**config.mk**
```make
export PLATFORM = sky130hd
export DESIGN_NAME = multichannel_window_averager_flat
export DESIGN_NICKNAME = d
export VERILOG_FILES = /design/src/hdl/mwa_pkg.sv /design/src/hdl/mwa_if.sv /design/src/hdl/mwa_update.sv /design/src/hdl/mwa_scale.sv /design/src/hdl/multichannel_window_averager.sv /design/src/flat_wrapper.sv
export SDC_FILE = /design/constraint.sdc
export NUM_CORES = 2
export LEC_CHECK = 0
export BUFFER_PORTS_ARGS = -buffer_cell sky130_fd_sc_hd__buf_4
export CORE_ASPECT_RATIO = 1.25
export CORE_UTILIZATION = 40
export CTS_BUF_LIST = sky130_fd_sc_hd__clkbuf_2 sky130_fd_sc_hd__clkbuf_4 sky130_fd_sc_hd__clkbuf_8
export DETAILED_ROUTE_END_ITERATION = 8
export SYNTH_ARGS = -nofsm -noshare
export SYNTH_HDL_FRONTEND = slang
export SYNTH_SLANG_ARGS = --single-unit
```
**constraint.sdc**
```tcl
create_clock -name clk -period 5.4 [get_ports clk]
set_input_delay 0.27 -clock clk [delete_from_list [all_inputs] [get_ports clk]]
set_output_delay 0.27 -clock clk [all_outputs]
set_load 0.05 [all_outputs]
```
**src/hdl/mwa_pkg.sv**
```systemverilog
`timescale 1ns / 1ps

package mwa_pkg;

    // Field widths of the request and result channels.
    localparam int CHANNEL_W = 2;
    localparam int SAMPLE_W  = 12;
    localparam int AVG_W     = 16;
    localparam int MV_W      = 12;

    // Fraction bits of the raw average.
    localparam int FRAC_BITS = 4;

    // Converter full scale: code 4095 stands for 3300 mV.
    localparam int FULL_SCALE_MV   = 3300;
    localparam int FULL_SCALE_CODE = 4095;

    // The millivolt ratio reduced by its common factor: 3300/4095 = 220/273.
    localparam int MV_GCD = 15;
    localparam int MV_NUM = FULL_SCALE_MV / MV_GCD;
    localparam int MV_DEN = FULL_SCALE_CODE / MV_GCD;
    localparam int MV_NUM_W = $clog2(MV_NUM + 1);

    // Default sizes.
    localparam int DEF_NUM_CHANNELS = 4;
    localparam int DEF_SAMPLES      = 16;

    // Result buffer depth; it also bounds the requests in flight.
    localparam int OUT_DEPTH = 8;

    // Control that travels with a request through the pipeline.
    typedef struct packed {
        logic                 valid;
        logic                 ok;
        logic [CHANNEL_W-1:0] channel;
    } ctl_t;

    // One buffered result.
    typedef struct packed {
        logic [CHANNEL_W-1:0] channel;
        logic [AVG_W-1:0]     avg;
        logic [MV_W-1:0]      mv;
    } res_t;

endpackage

```
**src/hdl/mwa_if.sv**
```systemverilog
`timescale 1ns / 1ps

// Sample request channel.
interface mwa_in_if;
    import mwa_pkg::*;

    logic                 valid;
    logic                 ready;
    logic [CHANNEL_W-1:0] channel;
    logic [SAMPLE_W-1:0]  sample;

    modport source (output valid, output channel, output sample, input ready);
    modport sink (input valid, input channel, input sample, output ready);
endinterface

// Average result channel.
interface mwa_out_if;
    import mwa_pkg::*;

    logic                 valid;
    logic                 ready;
    logic [CHANNEL_W-1:0] out_channel;
    logic [AVG_W-1:0]     avg_raw;
    logic [MV_W-1:0]      avg_millivolts;

    modport source (output valid, output out_channel, output avg_raw,
                    output avg_millivolts, input ready);
    modport sink (input valid, input out_channel, input avg_raw,
                  input avg_millivolts, output ready);
endinterface

```
**src/hdl/mwa_update.sv**
```systemverilog
`timescale 1ns / 1ps

module mwa_update #(
    parameter int NUM_CHANNELS = mwa_pkg::DEF_NUM_CHANNELS,
    parameter int SAMPLES      = mwa_pkg::DEF_SAMPLES,
    parameter int SUM_W        = $clog2(SAMPLES * mwa_pkg::FULL_SCALE_CODE + 1)
) (
    input  logic                           clk,
    input  logic                           rst_n,
    input  logic                           in_fire,
    input  logic [mwa_pkg::CHANNEL_W-1:0]  in_channel,
    input  logic [mwa_pkg::SAMPLE_W-1:0]   in_sample,
    output logic                           busy,
    output mwa_pkg::ctl_t                  upd_ctl,
    output logic [SUM_W-1:0]               upd_sum
);
    import mwa_pkg::*;

    localparam int RING_DEPTH = NUM_CHANNELS * SAMPLES;
    localparam int RING_AW    = $clog2(RING_DEPTH);
    localparam int POS_W      = $clog2(SAMPLES);
    localparam int SUM_AW     = (NUM_CHANNELS > 1) ? $clog2(NUM_CHANNELS) : 1;

    // Sample ring and running sums, both synchronous memories.
    logic [SAMPLE_W-1:0] ring_mem [RING_DEPTH];
    logic [SUM_W-1:0]    sum_mem [NUM_CHANNELS];

    logic [POS_W-1:0]    wpos_reg;
    logic                clr_active_reg;
    logic [RING_AW-1:0]  clr_idx_reg;

    // Request stage: lookup address and forwarding decisions.
    logic                ok0;
    logic                last0;
    logic [RING_AW-1:0]  addr0;
    logic [SUM_AW-1:0]   sidx0;

    // Update stage registers.
    logic                s1_valid_reg;
    logic                s1_ok_reg;
    logic [CHANNEL_W-1:0] s1_ch_reg;
    logic [SAMPLE_W-1:0] s1_sample_reg;
    logic [RING_AW-1:0]  s1_addr_reg;
    logic [SUM_AW-1:0]   s1_sidx_reg;
    logic [SAMPLE_W-1:0] ring_q_reg;
    logic [SUM_W-1:0]    sum_q_reg;
    logic                fwd_ring_hit_reg;
    logic [SAMPLE_W-1:0] fwd_ring_val_reg;
    logic                fwd_sum_hit_reg;
    logic [SUM_W-1:0]    fwd_sum_val_reg;

    logic [SAMPLE_W-1:0] old_sample;
    logic [SUM_W-1:0]    old_sum;
    logic [SUM_W-1:0]    sum_new;

    // Memory write ports, shared by the clearing sweep and the update stage.
    logic                ring_we;
    logic [RING_AW-1:0]  ring_waddr;
    logic [SAMPLE_W-1:0] ring_wdata;
    logic                sum_we;
    logic [SUM_AW-1:0]   sum_waddr;
    logic [SUM_W-1:0]    sum_wdata;

    // Output stage registers.
    ctl_t                upd_ctl_reg;
    logic [SUM_W-1:0]    upd_sum_reg;

    assign ok0   = 32'(in_channel) < NUM_CHANNELS;
    assign last0 = 32'(in_channel) == NUM_CHANNELS - 1;
    assign addr0 = RING_AW'(32'(in_channel) * SAMPLES + 32'(wpos_reg));
    assign sidx0 = SUM_AW'(in_channel);

    // Read-modify-write: take the forwarded value when the previous request
    // wrote the same entry in the cycle this one was read.
    assign old_sample = fwd_ring_hit_reg ? fwd_ring_val_reg : ring_q_reg;
    assign old_sum    = fwd_sum_hit_reg ? fwd_sum_val_reg : sum_q_reg;
    assign sum_new    = old_sum - SUM_W'(old_sample) + SUM_W'(s1_sample_reg);

    always_comb
    begin
        if (clr_active_reg)
        begin
            ring_we    = 1'b1;
            ring_waddr = clr_idx_reg;
            ring_wdata = '0;
            sum_we     = 32'(clr_idx_reg) < NUM_CHANNELS;
            sum_waddr  = SUM_AW'(clr_idx_reg);
            sum_wdata  = '0;
        end
        else
        begin
            ring_we    = s1_valid_reg && s1_ok_reg;
            ring_waddr = s1_addr_reg;
            ring_wdata = s1_sample_reg;
            sum_we     = s1_valid_reg && s1_ok_reg;
            sum_waddr  = s1_sidx_reg;
            sum_wdata  = sum_new;
        end
    end

    // Ring memory.
    always_ff @(posedge clk)
    begin
        if (ring_we)
        begin
            ring_mem[ring_waddr] <= ring_wdata;
        end
        if (in_fire)
        begin
            ring_q_reg <= ring_mem[addr0];
        end
    end

    // Sum memory.
    always_ff @(posedge clk)
    begin
        if (sum_we)
        begin
            sum_mem[sum_waddr] <= sum_wdata;
        end
        if (in_fire)
        begin
            sum_q_reg <= sum_mem[sidx0];
        end
    end

    // Update stage payload and forwarding values.
    always_ff @(posedge clk)
    begin
        if (in_fire)
        begin
            s1_ok_reg        <= ok0;
            s1_ch_reg        <= in_channel;
            s1_sample_reg    <= in_sample;
            s1_addr_reg      <= addr0;
            s1_sidx_reg      <= sidx0;
            fwd_ring_hit_reg <= s1_valid_reg && s1_ok_reg && (s1_addr_reg == addr0);
            fwd_ring_val_reg <= s1_sample_reg;
            fwd_sum_hit_reg  <= s1_valid_reg && s1_ok_reg && (s1_sidx_reg == sidx0);
            fwd_sum_val_reg  <= sum_new;
        end
        upd_sum_reg <= s1_ok_reg ? sum_new : '0;
    end

    // Control: clearing sweep, write position and stage valids.
    always_ff @(posedge clk or negedge rst_n)
    begin
        if (!rst_n)
        begin
            clr_active_reg <= 1'b1;
            clr_idx_reg    <= '0;
            wpos_reg       <= '0;
            s1_valid_reg   <= 1'b0;
            upd_ctl_reg    <= '0;
        end
        else
        begin
            if (clr_active_reg)
            begin
                if (clr_idx_reg == RING_AW'(RING_DEPTH - 1))
                begin
                    clr_active_reg <= 1'b0;
                end
                clr_idx_reg <= clr_idx_reg + 1'b1;
            end
            if (in_fire && ok0 && last0)
            begin
                wpos_reg <= (wpos_reg == POS_W'(SAMPLES - 1)) ? '0 : wpos_reg + 1'b1;
            end
            s1_valid_reg        <= in_fire;
            upd_ctl_reg.valid   <= s1_valid_reg;
            upd_ctl_reg.ok      <= s1_ok_reg;
            upd_ctl_reg.channel <= s1_ch_reg;
        end
    end

    assign busy    = clr_active_reg;
    assign upd_ctl = upd_ctl_reg;
    assign upd_sum = upd_sum_reg;

endmodule

```
**src/hdl/mwa_scale.sv**
```systemverilog
`timescale 1ns / 1ps

module mwa_scale #(
    parameter int SAMPLES = mwa_pkg::DEF_SAMPLES,
    parameter int SUM_W   = $clog2(SAMPLES * mwa_pkg::FULL_SCALE_CODE + 1)
) (
    input  logic                       clk,
    input  logic                       rst_n,
    input  mwa_pkg::ctl_t              in_ctl,
    input  logic [SUM_W-1:0]           in_sum,
    output mwa_pkg::ctl_t              out_ctl,
    output logic [mwa_pkg::AVG_W-1:0]  out_avg,
    output logic [mwa_pkg::MV_W-1:0]   out_mv
);
    import mwa_pkg::*;

    // Both divisions by constants are done as a multiply by a rounded-up
    // reciprocal with enough extra bits that the floor is exact for every
    // dividend below 2**N.
    localparam int AVG_N     = SUM_W + FRAC_BITS;
    localparam int AVG_L     = $clog2(SAMPLES);
    localparam int AVG_SHIFT = AVG_N + AVG_L;
    localparam int AVG_PW    = 2 * AVG_N + 1;
    localparam logic [63:0] AVG_MUL_FULL =
        ((64'd1 << AVG_SHIFT) + 64'(SAMPLES) - 64'd1) / 64'(SAMPLES);
    localparam logic [AVG_N:0] AVG_MUL = AVG_MUL_FULL[AVG_N:0];

    localparam int MV_N     = SUM_W + MV_NUM_W;
    localparam int MV_DIV   = MV_DEN * SAMPLES;
    localparam int MV_L     = $clog2(MV_DIV);
    localparam int MV_SHIFT = MV_N + MV_L;
    localparam int MV_PW    = 2 * MV_N + 1;
    localparam logic [63:0] MV_MUL_FULL =
        ((64'd1 << MV_SHIFT) + 64'(MV_DIV) - 64'd1) / 64'(MV_DIV);
    localparam logic [MV_N:0] MV_MUL = MV_MUL_FULL[MV_N:0];

    ctl_t              a_ctl_reg;
    logic [AVG_PW-1:0] avg_prod_reg;
    logic [MV_N-1:0]   mv_part_reg;
    ctl_t              b_ctl_reg;
    logic [AVG_W-1:0]  avg_reg;
    logic [MV_PW-1:0]  mv_prod_reg;

    // First stage: raw average product and millivolt numerator.
    // Second stage: raw average taken out, millivolt reciprocal product.
    always_ff @(posedge clk)
    begin
        avg_prod_reg <= (AVG_PW'(in_sum) << FRAC_BITS) * AVG_PW'(AVG_MUL);
        mv_part_reg  <= MV_N'(in_sum) * MV_N'(MV_NUM);
        avg_reg      <= AVG_W'(avg_prod_reg >> AVG_SHIFT);
        mv_prod_reg  <= MV_PW'(mv_part_reg) * MV_PW'(MV_MUL);
    end

    always_ff @(posedge clk or negedge rst_n)
    begin
        if (!rst_n)
        begin
            a_ctl_reg <= '0;
            b_ctl_reg <= '0;
        end
        else
        begin
            a_ctl_reg <= in_ctl;
            b_ctl_reg <= a_ctl_reg;
        end
    end

    assign out_ctl = b_ctl_reg;
    assign out_avg = avg_reg;
    assign out_mv  = MV_W'(mv_prod_reg >> MV_SHIFT);

endmodule

```
**src/hdl/multichannel_window_averager.sv**
```systemverilog
`timescale 1ns / 1ps

// Multichannel boxcar averager for 12-bit converter samples.
// Requests arrive on the samples channel (channel, sample); each request
// yields exactly one result on the averages channel, in request order:
// the channel, its window mean with 4 fraction bits, and the mean in mV.
// Each channel averages its last SAMPLES samples; the shared ring position
// advances after a sample for the highest channel. A request for a channel
// at or above NUM_CHANNELS leaves the state alone and reports zeros.
// The block takes one request per cycle while ready is high: the ring and
// the sums are read in one cycle and written back the next, with forwarding
// between back-to-back requests.
// After reset the block sweeps both memories to zero, one ring entry per
// cycle, until all NUM_CHANNELS * SAMPLES entries are clear; ready stays
// low meanwhile, so early averages count the missing samples as zero.
// Results wait in an 8-entry buffer. When the receiver stalls, requests are
// still taken until 8 are outstanding; ready then drops and rises again as
// results are taken.
module multichannel_window_averager #(
    parameter int NUM_CHANNELS = mwa_pkg::DEF_NUM_CHANNELS,
    parameter int SAMPLES      = mwa_pkg::DEF_SAMPLES
) (
    input logic        clk,
    input logic        rst_n,
    mwa_in_if.sink     samples,
    mwa_out_if.source  averages
);
    import mwa_pkg::*;

    localparam int SUM_W  = $clog2(SAMPLES * FULL_SCALE_CODE + 1);
    localparam int OUT_AW = $clog2(OUT_DEPTH);

    logic             busy;
    logic             in_fire;
    logic             out_fire;
    ctl_t             upd_ctl;
    logic [SUM_W-1:0] upd_sum;
    ctl_t             res_ctl;
    logic [AVG_W-1:0] res_avg;
    logic [MV_W-1:0]  res_mv;
    logic             push;

    res_t             fifo_mem [OUT_DEPTH];
    logic [OUT_AW-1:0] wr_ptr_reg;
    logic [OUT_AW-1:0] rd_ptr_reg;
    logic [OUT_AW:0]   fifo_cnt_reg;
    logic [OUT_AW:0]   fifo_cnt_next;
    logic [OUT_AW:0]   occ_reg;
    logic [OUT_AW:0]   occ_next;

    // Accept while fewer requests than the buffer depth are outstanding, and not during the clearing sweep.
    assign samples.ready = !busy && (occ_reg < (OUT_AW + 1)'(OUT_DEPTH));
    assign in_fire       = samples.valid && samples.ready;
    assign out_fire      = averages.valid && averages.ready;
    assign push          = res_ctl.valid;

    mwa_update #(
        .NUM_CHANNELS (NUM_CHANNELS),
        .SAMPLES      (SAMPLES),
        .SUM_W        (SUM_W)
    ) u_update (
        .clk        (clk),
        .rst_n      (rst_n),
        .in_fire    (in_fire),
        .in_channel (samples.channel),
        .in_sample  (samples.sample),
        .busy       (busy),
        .upd_ctl    (upd_ctl),
        .upd_sum    (upd_sum)
    );

    mwa_scale #(
        .SAMPLES (SAMPLES),
        .SUM_W   (SUM_W)
    ) u_scale (
        .clk     (clk),
        .rst_n   (rst_n),
        .in_ctl  (upd_ctl),
        .in_sum  (upd_sum),
        .out_ctl (res_ctl),
        .out_avg (res_avg),
        .out_mv  (res_mv)
    );

    // Result buffer storage.
    always_ff @(posedge clk)
    begin
        if (push)
        begin
            fifo_mem[wr_ptr_reg] <= '{channel: res_ctl.channel, avg: res_avg, mv: res_mv};
        end
    end

    // Outstanding request count and buffer fill.
    assign occ_next      = occ_reg + (OUT_AW + 1)'(in_fire) - (OUT_AW + 1)'(out_fire);
    assign fifo_cnt_next = fifo_cnt_reg + (OUT_AW + 1)'(push) - (OUT_AW + 1)'(out_fire);

    always_ff @(posedge clk or negedge rst_n)
    begin
        if (!rst_n)
        begin
            wr_ptr_reg   <= '0;
            rd_ptr_reg   <= '0;
            fifo_cnt_reg <= '0;
            occ_reg      <= '0;
        end
        else
        begin
            if (push)
            begin
                wr_ptr_reg <= wr_ptr_reg + 1'b1;
            end
            if (out_fire)
            begin
                rd_ptr_reg <= rd_ptr_reg + 1'b1;
            end
            fifo_cnt_reg <= fifo_cnt_next;
            occ_reg      <= occ_next;
        end
    end

    assign averages.valid          = fifo_cnt_reg != '0;
    assign averages.out_channel    = fifo_mem[rd_ptr_reg].channel;
    assign averages.avg_raw        = fifo_mem[rd_ptr_reg].avg;
    assign averages.avg_millivolts = fifo_mem[rd_ptr_reg].mv;

`ifndef NO_ASSERTIONS
    // Outstanding requests never exceed the buffer that must hold them.
    a_occ_bound: assert property (@(posedge clk) disable iff (!rst_n)
        occ_reg <= (OUT_AW + 1)'(OUT_DEPTH))
        else $error("outstanding request count exceeds result buffer depth");

    // Buffered results are a subset of outstanding requests.
    a_fifo_le_occ: assert property (@(posedge clk) disable iff (!rst_n)
        fifo_cnt_reg <= occ_reg)
        else $error("result buffer holds more than the outstanding requests");

    // A result leaving the pipeline always has an accepted request behind it.
    a_push_credit: assert property (@(posedge clk) disable iff (!rst_n)
        push |-> (occ_reg > fifo_cnt_reg))
        else $error("result produced without an outstanding request");
`endif

endmodule

```
**src/flat_wrapper.sv**
```systemverilog
// flat-port wrapper written by rule: the top's interface ports become plain ports
module multichannel_window_averager_flat import mwa_pkg::*;
#(
    parameter int NUM_CHANNELS = mwa_pkg::DEF_NUM_CHANNELS,
    parameter int SAMPLES      = mwa_pkg::DEF_SAMPLES
)
  (clk, rst_n, samples_valid, samples_channel, samples_sample, samples_ready, averages_valid, averages_out_channel, averages_avg_raw, averages_avg_millivolts, averages_ready);
  mwa_in_if samples_i ();
  mwa_out_if averages_i ();
  input logic clk;
  input logic rst_n;
  input wire logic [$bits(samples_i.valid)-1:0] samples_valid;
  input wire logic [$bits(samples_i.channel)-1:0] samples_channel;
  input wire logic [$bits(samples_i.sample)-1:0] samples_sample;
  output wire logic [$bits(samples_i.ready)-1:0] samples_ready;
  output wire logic [$bits(averages_i.valid)-1:0] averages_valid;
  output wire logic [$bits(averages_i.out_channel)-1:0] averages_out_channel;
  output wire logic [$bits(averages_i.avg_raw)-1:0] averages_avg_raw;
  output wire logic [$bits(averages_i.avg_millivolts)-1:0] averages_avg_millivolts;
  input wire logic [$bits(averages_i.ready)-1:0] averages_ready;
  assign samples_i.valid = samples_valid;
  assign samples_i.channel = samples_channel;
  assign samples_i.sample = samples_sample;
  assign samples_ready = samples_i.ready;
  assign averages_valid = averages_i.valid;
  assign averages_out_channel = averages_i.out_channel;
  assign averages_avg_raw = averages_i.avg_raw;
  assign averages_avg_millivolts = averages_i.avg_millivolts;
  assign averages_i.ready = averages_ready;
  multichannel_window_averager #(.NUM_CHANNELS(NUM_CHANNELS), .SAMPLES(SAMPLES)) u_core (.clk(clk), .rst_n(rst_n), .samples(samples_i), .averages(averages_i));
endmodule
```
Yosys cells after proc, flatten, opt, wreduce, memory -nomap -nowiden
Memory sizes are Yosys's and may differ from the RTL's. A register that Yosys moved wholly into a read port is not among the register bits.
Cells that the tools add are included.
{ "totals": {"ram_bits": 1072, "wordCells": 74, "regBits": 201, "output_inout_bits": 32, "inputBits": 18, "n_memories": 3} }
{ "mem_list": {"columns": ["name", "words", "word_bits", "read_ports", "rd_clocked_by_memory_dff", "wr", "line_no", "text"], "rows": [
  ["u_core.u_update.ring_mem", 64, 12, 1, 1, 1, "mwa_update.sv:25", "logic [SAMPLE_W-1:0] ring_mem [RING_DEPTH];"],
  ["u_core.fifo_mem", 8, 30, 1, 0, 1, "multichannel_window_averager.sv:43", "res_t fifo_mem [OUT_DEPTH];"],
  ["u_core.u_update.sum_mem", 4, 16, 1, 1, 1, "mwa_update.sv:26", "logic [SUM_W-1:0] sum_mem [NUM_CHANNELS];"]
]} }
{ "classes": {"n_reduce_logical": 8, "n_addsub": 11, "magnitude_cmp": 2, "mux": 17, "n_eq_ne": 5, "multipliers": 2} }
{ "ops": {"columns": ["operator", "count"], "rows": [
  ["multiplier 22 x 24 -> 46 bit (second input constant)", 1],
  ["2-to-1 mux 16 bit", 2],
  ["2-to-1 mux 12 bit", 2],
  ["multiplier 16 x 6 -> 22 bit (second input constant)", 1],
  ["adder 16 x 12 -> 16 bit", 1],
  ["subtractor 16 x 12 -> 16 bit", 1],
  ["2-to-1 mux 1 bit", 10],
  ["adder 4 x 1 -> 4 bit", 2],
  ["subtractor 4 x 1 -> 4 bit", 2],
  ["adder 3 x 1 -> 3 bit (second input constant)", 2],
  ["adder 6 x 1 -> 6 bit (second input constant)", 1],
  ["adder 6 x 4 -> 6 bit", 1],
  ["== test 6 bit", 1],
  ["== test 6 bit (second input constant)", 1],
  ["logical AND 1 bit", 6],
  ["less-than comparator 6 x 3 -> 1 bit (second input constant)", 1],
  ["2-to-1 mux 6 bit", 1],
  ["adder 4 x 1 -> 4 bit (second input constant)", 1],
  ["== test 4 bit (second input constant)", 1],
  ["less-than comparator 4 bit (second input constant)", 1],
  ["2-to-1 mux 4 bit", 1],
  ["nonzero test 4 bit", 1],
  ["== test 2 bit", 1],
  ["== test 2 bit (second input constant)", 1],
  ["2 further kinds", 2]
]} }

Depth between registers and ports, before layout
{ "logic_depth": {"ltp_word": 5, "depth_mapped": 21, "ltp_nobuf": 21} }

Cells and area by module
A second synthesis with hierarchy kept.
{ "hier_totals": {"hier_cells": 3117, "hier_area_um2": 55982.4} }
{ "modules_own_cells": {"columns": ["mod", "n_inst", "area_each_um2", "cells_each"], "rows": [
  ["mwa_update", 1, 36924.2, 1842],
  ["multichannel_window_averager", 1, 10038.4, 424],
  ["mwa_scale", 1, 9019.9, 851]
]} }

Least setup slack after synthesis
Ideal clock, no wire load.
{ "synth_timing": {"path_kind": "register to register", "start": "register u_core.u_scale.mv_part_reg[12]", "end": "register u_core.u_scale.mv_prod_reg[41]", "synth_period_minus_slack_ns": 5.279, "setup_time_ns": 0.115, "required_ns": 5.285, "path_buffers": 0, "path_slack_ns": 0.121, "t_arrival_ns": 5.164, "path_stages_with_launch": 20, "path_cell_list": "dfxtp_1 fa_1 inv_1 fa_1 inv_1 ha_1 inv_1 fa_1 inv_1 fa_1 fa_1 fa_1 ha_1 a211oi_1 a211oi_1 o31ai_1 a211oi_1 nor2_1 nor2_1 a2111oi_0"} }
{ "synth_via": {"elab_chain_cells": 1} }
{ "synth_rtl": {"columns": ["item", "line_no", "text"], "rows": [
  ["start, declared", "mwa_scale.sv:39", "logic [MV_N-1:0] mv_part_reg;"],
  ["start signal, assigned", "mwa_scale.sv:49", "mv_part_reg <= MV_N'(in_sum) * MV_N'(MV_NUM);"],
  ["multiplier 22 x 24 -> 46 bit", "mwa_scale.sv:51", "mv_prod_reg <= MV_PW'(mv_part_reg) * MV_PW'(MV_MUL);"],
  ["end signal, assigned", "mwa_scale.sv:51", null],
  ["end, declared", "mwa_scale.sv:42", "logic [MV_PW-1:0] mv_prod_reg;"]
]} }
No other way between the ends.
A chain may end at the register's enable or synchronous reset.

Final worst setup path
{ "layout_timing": {"start": "register u_core.u_scale.mv_part_reg[21]", "end": "register u_core.u_scale.mv_prod_reg[48]"} }
Same word-level chain as after synthesis.

==> flow_summary.json <==
{
  "rsz0062_at_grt": "true",
  "drv_cap": 0,
  "io_pins": 50,
  "critical-path-top-delay-family": "adder cells",
  "crit_chain": "fa_1, inv_1, fa_1, fa_1, inv_1, fa_2, fa_2, fa_1, ha_2, ha_4, and4_4, and3_1, o31ai_2, a211oi_2, o211ai_1, a21o_1, a211o_1",
  "initial_core_util": 0.405,
  "grt_pass1_vias": 30083,
  "slowest_stage": "fa_1",
  "place.gp.congestion": 0.856,
  "yosys_most_used_dff": "edfxtp_1",
  "largest_register": "u_core.u_update.ring_mem",
  "chipWidth_um": 336,
  "drt_wl_total_um": 126000,
  "clkLatencyLatePin_ns": 0.91,
  "drt-initial-drc-count": 1993,
  "cts_tree": "yes",
  "fillers": 11818,
  "synth_seq_area_share": 0.663,
  "arrival_ns": 6.10,
  "required_ns": 6.20,
  "cts_buffers": 193,
  "nets": 3886,
  "viasPerCell": 5.16,
  "synth_top_family_by_area": "multiplexers",
  "ys_seq_elements": 1264,
  "grt_max_degree": 65,
  "clk_pin_slew_ns": 0.07,
  "start_kind": "flip-flop",
  "design.core.area_mm2": 0.138,
  "syn_avg_cell_area_um2": 17.6,
  "cts_buffer_depth": 3,
  "crit_top_cell": "fa_1",
  "synth_compound_area_frac": 0.0326,
  "period_needed_ns": 5.30,
  "cts.sinks": 1264,
  "place_ws_ns": -0.159,
  "top_layer_used": "met4",
  "top_regs": "u_core.u_update.ring_mem (768), u_core.fifo_mem (240), u_core.u_update.sum_mem (64)",
  "wire_per_inst_um": 23.0,
  "io_buffers": 49,
  "synth.area.top_cells": "edfxtp_1 62%, mux4_2 10%, ha_1 5.4%",
  "cpPeakStageDelay_ns": 0.56,
  "synthAdderAreaFrac": 0.105,
  "std_cell_rows": 152,
  "hold_class": "input pin to flip-flop",
  "max-slew-margin-rel": 0.192,
  "grt_pass1_wl_um": 190000,
  "wl_met1_um": 51000,
  "vias": 28376,
  "worst_setup_path_end_kind": "flip-flop",
  "worstMarginPinSlew_ns": 1.21,
  "wl_met3_um": 5330,
  "fmax_ghz": 0.189,
  "status": "finished, final reports clean",
  "firstDrtPassIters": 5,
  "die-area_mm2": 0.141,
  "wl_met2_um": 65900,
  "grt_overflow": 0,
  "synth_top_area_cell": "edfxtp_1",
  "grtUsageTotal": 0.183,
  "synthMuxAreaShare": 0.132,
  "period_share": 0.982,
  "largest_reg_flops": 768,
  "antenna_found_initial": 3,
  "ys_types": 66,
  "syn_nets": 3569,
  "hold_viol": 0,
  "synthesis.area_mm2": 0.0558,
  "setup_viol": 0,
  "async_flop_share": 0.0277,
  "synth_edf_count": 1148,
  "htreeDepth": 4,
  "critical_path_class": "flip-flop to flip-flop",
  "die_h_um": 420,
  "setup_slack_ns": 0.0977,
  "yosys_warnings": 0,
  "yosysTopAreaCellShare": 0.618,
  "drc": 0,
  "synthSimpleGateAreaFrac": 0.0286,
  "crit_fanout": 3,
  "final-max-slew-violation-count": 0,
  "syn_inst": 3167,
  "clock_skew_ns": 0.0454,
  "crit_buf_inv": 2,
  "drive_gt1_frac": 0.252,
  "ant_nets": 0,
  "cts-root-buf": "clkbuf_8",
  "synthXorXnorAreaFrac": 0.0104,
  "place_hpwl_um": 82000,
  "area_growth_pct": 14.3
}
timing repair:
| action | 4_1_cts | 5_1_grt |
|---|---|---|
| endpoints found under the setup margin | 8 | 11 |
| hold endpoints to repair | 71 | 0 |
| pin swaps | 10 | 25 |
| hold buffers | 19 | 0 |
| buffers inserted | 6 | 6 |
| resized for setup | 13 | 54 |
layout by cell type, fill, tap and decap left out, types with 13 or more instances in the layout:
cell type      count
buf_4            208
clkbuf_4          64
ha_1             227
mux4_2           251
fa_1             137
mux2_2            49
o21a_1            13
xnor2_1           43
clkinv_1          46
nor2_1           146
dfxtp_1           74
xor2_1            23
nor2_4            17
o21ai_0           18
dlygate4sd3_1     18
o221ai_1          24
nand3_1           17
a21o_1            19
mux2i_1          117
clkinv_2          30
o21ai_1           34
o22ai_1           25
clkbuf_8         199
a21oi_1           70
nand2_1           73
edfxtp_1        1148
dfrtp_1           28
nor2b_1           29
inv_1            283
synth_stat cells (all sizes together), types with 19 or more instances:
cell type / instances
a21o: 19
a21oi: 74
buf: 51
clkbuf: 61
dfrtp: 34
dfxtp: 81
edfxtp: 1148
fa: 141
ha: 243
inv: 290
mux2: 50
mux2i: 117
mux4: 251
nand2: 75
nor2: 167
nor2b: 30
o21ai: 53
o221ai: 25
o22ai: 26
xnor2: 43
xor2: 23
final cells by class:
| type | instances | area (um^2) | area share |
|---|---|---|---|
| tap | 1848 | 2310 | 0.0363 |
| inverter | 290 | 1090 | 0.0171 |
| clock inverter | 93 | 547 | 0.00858 |
| sequential | 1264 | 37000 | 0.580 |
| clock buffer | 263 | 3220 | 0.0505 |
| antenna | 2 | 5.00 | 0.0000785 |
| multi-input combinational | 1501 | 17700 | 0.278 |
| timing repair buffer | 234 | 1880 | 0.0294 |
worst register-to-register path: stages, from the launching register on:
cell and delay, ns:
dfxtp_2 0.33, fa_1 0.56, inv_1 0.06, fa_1 0.46, fa_1 0.50, inv_1 0.07, fa_2 0.54, fa_2 0.43
fa_1 0.47, ha_2 0.21, ha_4 0.26, and4_4 0.23, and3_1 0.18, o31ai_2 0.08, a211oi_2 0.28, o211ai_1 0.15
a21o_1 0.18, a211o_1 0.24
cell families (layout without fill, tap and decap cells):
| family | count (synthesis) | after routing |
|---|---|---|
| mux | 418 | 418 |
| simple gates | 355 | 355 |
| xor+xnor | 66 | 66 |
| fa+ha+maj | 384 | 384 |
| flops | 1264 | 1264 |
| compound gates | 278 | 278 |
| other cells | 0 | 2 |
| buf+inv | 402 | 880 |
through the flow:
stage / cells / hold slack [ns] / setup TNS (ns) / cell area [um^2] / utilization
2_1_floorplan: 3167 / -0.0256 / 0 / 55800 / -
3_3_place_gp: 5106 / 0.294 / -0.299 / 59400 / 0.431
3_5_place_dp: 5106 / 0.294 / -0.765 / 59400 / 0.431
4_1_cts: 5487 / 0.0129 / 0 / 63500 / 0.460
5_1_grt: 5495 / 0.0587 / -0.222 / 63800 / 0.462
6_report: 5495 / 0.132 / 0 / 63800 / 0.462
per-layer routing:
layer / vias up / track usage
li1: 12794 / -
met1: 14789 / 0.222
met2: 599 / 0.324
met3: 194 / 0.0300
met4: 0 / 0.0683
met5: - / 0
worst paths after layout:
check | slack, ns | cells after the start | from | endpoint
worst max register to register | 0.1 | 17 | u_core.u_scale.mv_part_reg[21]$_DFF_P_ | u_core.u_scale.mv_prod_reg[48]$_DFF_P_
max in group asynchronous | 4.61 | 4 | rst_n | u_core.u_update.wpos_reg[2]$_DFFE_PN0P_
worst max-delay path | 0.1 | 17 | u_core.u_scale.mv_part_reg[21]$_DFF_P_ | u_core.u_scale.mv_prod_reg[48]$_DFF_P_
min in group asynchronous | 0.52 | 3 | rst_n | u_core.u_update.busy$_DFF_PN1_
worst min register to register | 0.33 | 0 | u_core.u_scale.avg_prod_reg[25]$_DFF_P_ | u_core.u_scale.out_avg[1]$_DFF_P_
worst min-delay path | 0.13 | 2 | samples_sample[11] | u_core.u_update.s1_sample_reg[11]$_DFFE_PP_
Power is left out: the tool's default activity adds up to more than one toggle a clock period on the data nets, which glitch-free logic cannot reach.
